===== config.mk =====
export PLATFORM = sky130hd
export DESIGN_NAME = lpf_ctrl
export DESIGN_NICKNAME = d
export VERILOG_FILES = /design/src/sv/lpf_pkg.sv /design/src/sv/lpf_ctrl.sv
export SDC_FILE = /design/constraint.sdc
export NUM_CORES = 1
export LEC_CHECK = 0
export BUFFER_PORTS_ARGS = -buffer_cell sky130_fd_sc_hd__buf_2
export CAP_MARGIN = 20
export CORE_AREA = 2 2 39 41
export CTS_BUF_LIST = sky130_fd_sc_hd__clkbuf_16
export DETAILED_ROUTE_END_ITERATION = 10
export DIE_AREA = 0 0 41 43
export GPL_ROUTABILITY_DRIVEN = 0
export SLEW_MARGIN = 20
export SYNTH_ARGS = -nofsm -noshare
export SYNTH_HDL_FRONTEND = slang
export SYNTH_SLANG_ARGS = --single-unit

===== constraint.sdc =====
create_clock -name clk_i -period 1.3 [get_ports clk_i]
set_input_delay 0.26 -clock clk_i [delete_from_list [all_inputs] [get_ports clk_i]]
set_output_delay 0.26 -clock clk_i [all_outputs]
set_load 0.01 [all_outputs]

===== src/sv/lpf_pkg.sv =====
// ----------------------------------------------------------------------------
// Longest palindrome finder package
// Shared constants and the command and status types between the controller
// and the datapath.
// ----------------------------------------------------------------------------
package lpf_pkg;

  localparam int unsigned MaxCharsDefault = 1024;
  localparam int unsigned SymbolW         = 8;
  localparam int unsigned StartW          = 10;
  localparam int unsigned LengthW         = 11;

  typedef struct packed {
    logic load;
    logic init;
    logic cmp;
    logic upd;
    logic clear;
  } lpf_cmd_t;

  typedef struct packed {
    logic grow_done;
    logic last_grow;
  } lpf_status_t;

endpackage


===== src/sv/lpf_ctrl.sv =====
// ----------------------------------------------------------------------------
// Longest palindrome finder controller
// Sequences loading, the expansion around each centre and the result beat.
// ----------------------------------------------------------------------------
module lpf_ctrl (
  input  logic                clk_i,
  input  logic                rst_ni,
  input  logic                sym_valid_i,
  input  logic                sym_last_i,
  output logic                sym_ready_o,
  output logic                res_valid_o,
  input  logic                res_ready_i,
  input  lpf_pkg::lpf_status_t status_i,
  output lpf_pkg::lpf_cmd_t    cmd_o
);
  import lpf_pkg::*;

  localparam logic [2:0] SLoad   = 3'd0;
  localparam logic [2:0] SInit   = 3'd1;
  localparam logic [2:0] SCmp    = 3'd2;
  localparam logic [2:0] SUpd    = 3'd3;
  localparam logic [2:0] SResult = 3'd4;

  logic [2:0] state_q, state_d;

  always_comb begin
    state_d     = state_q;
    cmd_o       = '0;
    sym_ready_o = 1'b0;
    res_valid_o = 1'b0;
    unique case (state_q)
      SLoad: begin
        sym_ready_o = 1'b1;
        if (sym_valid_i) begin
          cmd_o.load = 1'b1;
          if (sym_last_i) begin
            state_d = SInit;
          end
        end
      end
      SInit: begin
        cmd_o.init = 1'b1;
        state_d    = SCmp;
      end
      SCmp: begin
        cmd_o.cmp = 1'b1;
        if (status_i.grow_done) begin
          state_d = SUpd;
        end
      end
      SUpd: begin
        cmd_o.upd = 1'b1;
        state_d   = status_i.last_grow ? SResult : SCmp;
      end
      SResult: begin
        res_valid_o = 1'b1;
        if (res_ready_i) begin
          cmd_o.clear = 1'b1;
          state_d     = SLoad;
        end
      end
      default: begin
        state_d = SLoad;
      end
    endcase
  end

  always_ff @(posedge clk_i or negedge rst_ni) begin
    if (!rst_ni) begin
      state_q <= SLoad;
    end else begin
      state_q <= state_d;
    end
  end

endmodule


# Yosys cells after proc, flatten, opt, wreduce, memory -nomap -nowiden

Index checks and enable logic that the tools add are counted.

Output and inout bits: 7
Word-level logic and storage cells: 26
Bits in registers: 3
Bits of input ports: 7

Equality and inequality tests: 8
Muxes and demuxes: 15
Reduce and logical (&&, ||, !) cells: 2

Operator list:

| operator                                             | count |
|---|---|
| 2-to-1 mux 3 bit                                     | 5 |
| case mux 3 bit (5 select lines)                      | 1 |
| 2-to-1 mux 1 bit                                     | 9 |
| inequality test 2 bit (second input constant)        | 4 |
| equality test 3 x 2 -> 1 bit (second input constant) | 2 |
| AND reduction 4 bit                                  | 1 |
| equality test 3 x 1 -> 1 bit (second input constant) | 1 |
| equality test 3 bit (second input constant)          | 1 |
| logical NOT 3 bit                                    | 1 |

# Depth between registers and ports, before layout

Gate-level depths: netlist of run 1.

Depth in word-level cells: 3
Depth in mapped cells: 3
Mapped depth without buffers: 2

# Worst setup path after synthesis of run 1

No wires, ideal clock.

Path kind: flip-flop to output port
From: register state_q[0]
To: output cmd_o[4] in the netlist's numbering
Cell stages (with the launch flop): 3
Buffers on the path: 0
Required time: 1040 ps
Setup slack: 29 ps
Arrival: 1011 ps
Cell sequence: dfrtp_1 nor3_1 and2_2

RTL lines:

| item                   | RTL line       | source |
|---|---|---|
| from (decl)            | lpf_ctrl.sv:24 | `logic [2:0] state_q, state_d;` |
| from (signal assigned) | lpf_ctrl.sv:70 | `state_q <= SLoad;` |
| from (signal assigned) | lpf_ctrl.sv:72 | `state_q <= state_d;` |
| to (decl)              | lpf_ctrl.sv:14 | `output lpf_pkg::lpf_cmd_t cmd_o` |

==> flow_metrics.env, run 1 <==
export IMPL_final_min_clock_period_ns=1.429
export IMPL_largest_reg_flops=3
export IMPL_wire_per_inst_um=9.966
export IMPL_yosysUniqueCellTypes=15
export IMPL_synth_nets=28
export IMPL_cts_root_buf="clkbuf_16"
export IMPL_fin_util_pct=29.75
export IMPL_grt_pass1_vias=215
export IMPL_rsz0062_at_grt="true"
export IMPL_cts_buffer_depth=2
export IMPL_tightest_slew_ns=0.1924
export IMPL_ios=14
export IMPL_cts_made_buffers=3
export IMPL_coreArea_um2=1384
export IMPL_initial_utilization_pct=14.01
export IMPL_critPathMaxFanout=5
export IMPL_layout_drive_gt1_share_pct=64.29
export IMPL_async_reset_ff_share_pct=100.0
export IMPL_grt_pass1_wl_um=890
export IMPL_required_ns=1.04
export IMPL_cts_sinks=3
export IMPL_die_area_um2=1763
export IMPL_power_total_mw=1.114
export IMPL_cap_violations=0
export IMPL_synth_seq_cells=3
export IMPL_reg_top3="state_q: 3 flops"
export IMPL_clock_latency_ns=0.22
export IMPL_detail_route_wirelength_um=578
export IMPL_fin_ws_ns=-0.1294
export IMPL_cts_tree="done"
export IMPL_setup_viol=6
export IMPL_critical_path_class="reg -> out"
export IMPL_synth_edf_count=0
export IMPL_final_nets=50
export IMPL_cp_arrival_ns=1.17
export IMPL_regMostFlops="state_q"
export IMPL_timing_final_crit_share_pct=110.0
export IMPL_grt_overflow=0
export IMPL_violations="setup timing"
export IMPL_vias=223
export IMPL_clkTransAtPathRegs_ns=0.03
export IMPL_hold_worst_slack_ns=0.2400
export IMPL_grt_max_degree=6
export IMPL_critPathMaxStageDelay_ns=0.42
export IMPL_hold_path_class="in -> reg"
export IMPL_cellLeakagePower_nw=0.2130
export IMPL_drtIter0Drc=3
export IMPL_dominantRegCellSynth="dfrtp_1"
export IMPL_maxSlewHeadroom_pct=87.17
export IMPL_via_per_inst=3.845
export IMPL_start_kind="flop"
export IMPL_layout_commonest_cell="buf_2"
export IMPL_h_tree_depth=1
export IMPL_die_x_um=41
export IMPL_p_per_area_nw_per_um2=2706
export IMPL_num_rows=14
export IMPL_worstSetupEndpointType="primary output"
export IMPL_ys_warn_count=0
export IMPL_outcome="complete, but fails checks"
export IMPL_final_hold_viol_count=0
export IMPL_die_height_um=43
export IMPL_finalMaxSlewViolations=0
export IMPL_ant_nets=0
export IMPL_antennaDiodeCount=0
export IMPL_drt_pass1_iter_count=2
export IMPL_drt_drc_violations_left=0
export IMPL_synth_area_um2=193.9
export IMPL_grtUsageTotal_pct=8.735
export IMPL_ir_drop_mv=0.6797
export IMPL_max_freq_mhz=699.6
export IMPL_path_cells="nor3b_4 -> and2_1 -> buf_2"
export IMPL_final_cell_mix="buf_2, buf_4, inv_1, clkbuf_16"
export IMPL_avgSynthCellArea_um2=9.235
export IMPL_io_buffers=13
export IMPL_area_delta_synth_final_pct=112.3
export IMPL_ys_seq_area_share_pct=38.71
export IMPL_synth_cells=21
export IMPL_antenna_found_initial=0
export IMPL_fin_setup_tns_ns=-0.4278
export IMPL_slowest_stage="dfrtp_1"
export IMPL_finClkSkew_ns=0.003306
cells by family after synthesis:
| logic type | count (synthesis) | synth area share (%) |
|---|---|---|
| buffers and inverters | 3 | 9.678 |
| flip-flops | 3 | 38.71 |
| AND/OR/NAND/NOR | 11 | 33.56 |
| AO/OA/AOI/OAI | 4 | 18.07 |
per-stage QoR:
step | setup slack [ns] | instances | area (um^2)
2_1_floorplan | 0.02871 | 21 | 193.9
3_3_place_gp | 0.08218 | 50 | 275.3
3_5_place_dp | 0.05455 | 50 | 275.3
4_1_cts | -0.1169 | 58 | 394.1
5_1_grt | -0.1660 | 58 | 411.6
6_report | -0.1294 | 58 | 411.6
cells in the mapped netlist (2+ instances only):
cell type	instances	share of area (%)
nor2_1	2	3.9
nand2_1	2	3.9
nor3_1	2	5.2
inv_1	2	3.9
dfrtp_1	3	39
cell type report:
type / instances / area [um^2]
clock inverter: 1 / 3.754
inverter: 2 / 7.507
tap: 16 / 20.02
fill: 152 / 972.2
sequential: 3 / 77.57
multi-input combinational: 15 / 116.4
clock buffer: 3 / 75.07
timing repair buffer: 18 / 111.4
final timing paths:
| path | cells past startpoint | slack [ns] | to | from |
|---|---|---|---|---|
| worst max-delay path | 3 | -0.13 | cmd_o[0] | state_q[2] |
| worst min-delay path | 2 | 0.24 | state_q[1] | status_i[0] |
| worst max register to register | 3 | 0.23 | state_q[0] | state_q[1] |
| worst min register to register | 2 | 0.64 | state_q[0] | state_q[0] |
| max in group asynchronous | 2 | 0.81 | state_q[1] | rst_ni |
| min in group asynchronous | 2 | 0.37 | state_q[0] | rst_ni |
where the power goes:
part | internal, mW | total, mW | switching (mW)
clock network | 0.397 | 0.483 | 0.0862
registers | 0.140 | 0.207 | 0.0671
logic | 0.227 | 0.424 | 0.197
per-layer routing:
layer / global-route usage (%) / vias up / part of all wire, %
met3: 1.571 / 2 / 6.2
met4: 14.00 / 0 / 4.7
met1: 8.360 / 99 / 42
met2: 11.56 / 10 / 47
met5: 0 / - / 0
li1: - / 112 / -
critical path, delay by kind of cell (launching register included):
family / cells / cell delay, ns
flip-flops: 1 / 0.42
AND/OR/NAND/NOR: 2 / 0.40
buffers and inverters: 1 / 0.12
what timing repair did:
action / in CTS / in global routing
cloned: 0 / 0
hold buffers: 1 / 0
resized for setup: 2 / 4
buffers inserted: 3 / 0
pin swaps: 1 / 1
hold endpoints to repair: 3 / 0
endpoints found under the setup margin: 7 / 7
Note: power is estimated with default switching activity, not from simulation.
==> run 2, diff against run 1 <==
Clock period 1.3 ns to 1.75 ns, I/O delays scaled along.
==> run 2 against run 1 <==
Effect of this change: the flow now finishes without violations; utilization is 4.0 points lower; highest routed layer is now met3; via count is 11% lower; sequential cell count stayed put; hold slack better by 0.094 ns; power is 35% lower.
==> flow_metrics.env, run 2 (same netlist as run 1, synthesis figures left out) <==
export IMPL_drtIter0Drc=1
export IMPL_maxSlewHeadroom_pct=82.43
export IMPL_ir_drop_mv=0.5157
export IMPL_cts_resized=0
export IMPL_hold_path_class="in -> reg"
export IMPL_setup_viol=0
export IMPL_cts_sinks=3
export IMPL_met2_length_um=241
export IMPL_h_tree_depth=1
export IMPL_required_ns=1.40
export IMPL_cts_made_buffers=3
export IMPL_worstSetupEndpointType="primary output"
export IMPL_reg_top3="state_q: 3 flops"
export IMPL_drt_pass1_iter_count=2
export IMPL_dr_wl_met3_um=31
export IMPL_detail_route_wirelength_um=481
export IMPL_cts_tree="done"
export IMPL_die_x_um=41
export IMPL_power_total_mw=0.7187
export IMPL_ant_nets=0
export IMPL_antennaDiodeCount=0
export IMPL_p_per_area_nw_per_um2=2015
export IMPL_finalInstanceArea_um2=356.6
export IMPL_critPathLaunch="state_q[0]"
export IMPL_die_area_um2=1763
export IMPL_grt_pass1_vias=188
export IMPL_largest_reg_flops=3
export IMPL_cts_root_buf="clkbuf_16"
export IMPL_rsz0062_at_grt="false"
export IMPL_final_min_clock_period_ns=1.564
export IMPL_hold_worst_slack_ns=0.3337
export IMPL_r2r_slack_ns=0.77
export IMPL_placed_cell_area_um2=267.8
export IMPL_area_delta_synth_final_pct=83.87
export IMPL_cts_setup_buffers=0
export IMPL_nFillCells=154
export IMPL_antenna_found_initial=0
export IMPL_r2r_start="state_q[1]"
export IMPL_layout_drive_gt1_share_pct=50.00
export IMPL_regMostFlops="state_q"
export IMPL_grtUsageTotal_pct=8.065
export IMPL_fin_setup_tns_ns=0
export IMPL_worstSetupEndpoint="cmd_o[4]"
export IMPL_fin_util_pct=25.77
export IMPL_finalMaxSlewViolations=0
export IMPL_r2r_end="state_q[0]"
export IMPL_timing_final_crit_share_pct=89.35
export IMPL_num_rows=14
export IMPL_layout_commonest_cell="buf_2"
export IMPL_initial_utilization_pct=14.01
export IMPL_die_height_um=43
export IMPL_ios=14
export IMPL_start_kind="flop"
export IMPL_cellLeakagePower_nw=0.1876
export IMPL_drt_drc_violations_left=0
export IMPL_final_hold_viol_count=0
export IMPL_tightest_slew_ns=0.2635
export IMPL_r2r_cells=2
export IMPL_cp_arrival_ns=1.21
export IMPL_wl_met1_um=208
export IMPL_cts_buffer_depth=2
export IMPL_grt_pass1_wl_um=786
export IMPL_grt_overflow=0
export IMPL_critPathMaxFanout=7
export IMPL_wire_per_inst_um=8.907
export IMPL_cap_violations=0
export IMPL_final_nets=46
export IMPL_coreArea_um2=1384
export IMPL_outcome="finished clean"
export IMPL_max_freq_mhz=639.5
export IMPL_maxUsedRoutingLayer="met3"
export IMPL_grt_max_degree=10
export IMPL_final_cell_mix="buf_2, inv_1, clkbuf_16, dfrtp_1"
export IMPL_via_per_inst=3.685
export IMPL_clkTransAtPathRegs_ns=0.03
export IMPL_clock_latency_ns=0.22
export IMPL_io_buffers=13
export IMPL_finClkSkew_ns=0.001634
export IMPL_vias=199
export IMPL_critical_path_class="reg -> out"
## run 2: cell types whose count changed in the layout (fill, tap and decap cells not counted), sizes merged
cell	change
buf	-4
## run 2: critical path: stages, from the launching register on
cell and delay [ns]:
dfrtp_1 0.45, nor3_1 0.25, and2_2 0.17, buf_2 0.12
## run 2: timing repair
| item | in CTS | in global routing |
|---|---|---|
| hold endpoints to repair | 3 | 0 |
| setup endpoints to repair | 0 | 0 |
| hold buffers | 1 | 0 |
## run 2: final cells by class
class | count | area [um^2] | share of cell area (%)
clock buffer | 3 | 75.07 | 21.05
clock inverter | 1 | 3.754 | 1.053
inverter | 2 | 7.507 | 2.105
multi-input combinational | 15 | 100.1 | 28.07
sequential | 3 | 75.07 | 21.05
tap | 16 | 20.02 | 5.614
timing repair buffer | 14 | 75.07 | 21.05
## run 2: routing by layer
| metal | vias to the layer above | track usage (%) |
|---|---|---|
| li1 | 104 | - |
| met1 | 87 | 8.143 |
| met2 | 8 | 7.813 |
| met3 | 0 | 4.712 |
| met4 | 0 | 14.00 |
| met5 | - | 0 |
## run 2: how the worst min path moves through the flow
| stage | from | end | slack, ns | cells past startpoint |
|---|---|---|---|---|
| floorplan | rst_ni | state_q[0] | 0.05 | 0 |
| global placement | rst_ni | state_q[0] | 0.15 | 1 |
| detailed placement | rst_ni | state_q[1] | 0.15 | 1 |
| CTS | status_i[0] | state_q[1] | 0.34 | 2 |
| global route | status_i[0] | state_q[1] | 0.36 | 2 |
| finish | status_i[0] | state_q[1] | 0.33 | 2 |
## run 2: through the flow
stage	std cells	setup slack, ns
final	54	0.1863
after global routing	54	0.1108
after CTS	54	0.1855
after detailed placement	49	0.4321
after global placement	49	0.4335
after floorplan	21	0.3887
## run 2: where the power goes
part / internal [mW] / switching (mW) / leakage [nW]
clock: 0.295 / 0.0622 / 0.0423
combinational: 0.101 / 0.101 / 0.108
sequential: 0.0990 / 0.0605 / 0.0377
total: 0.495 / 0.224 / 0.188
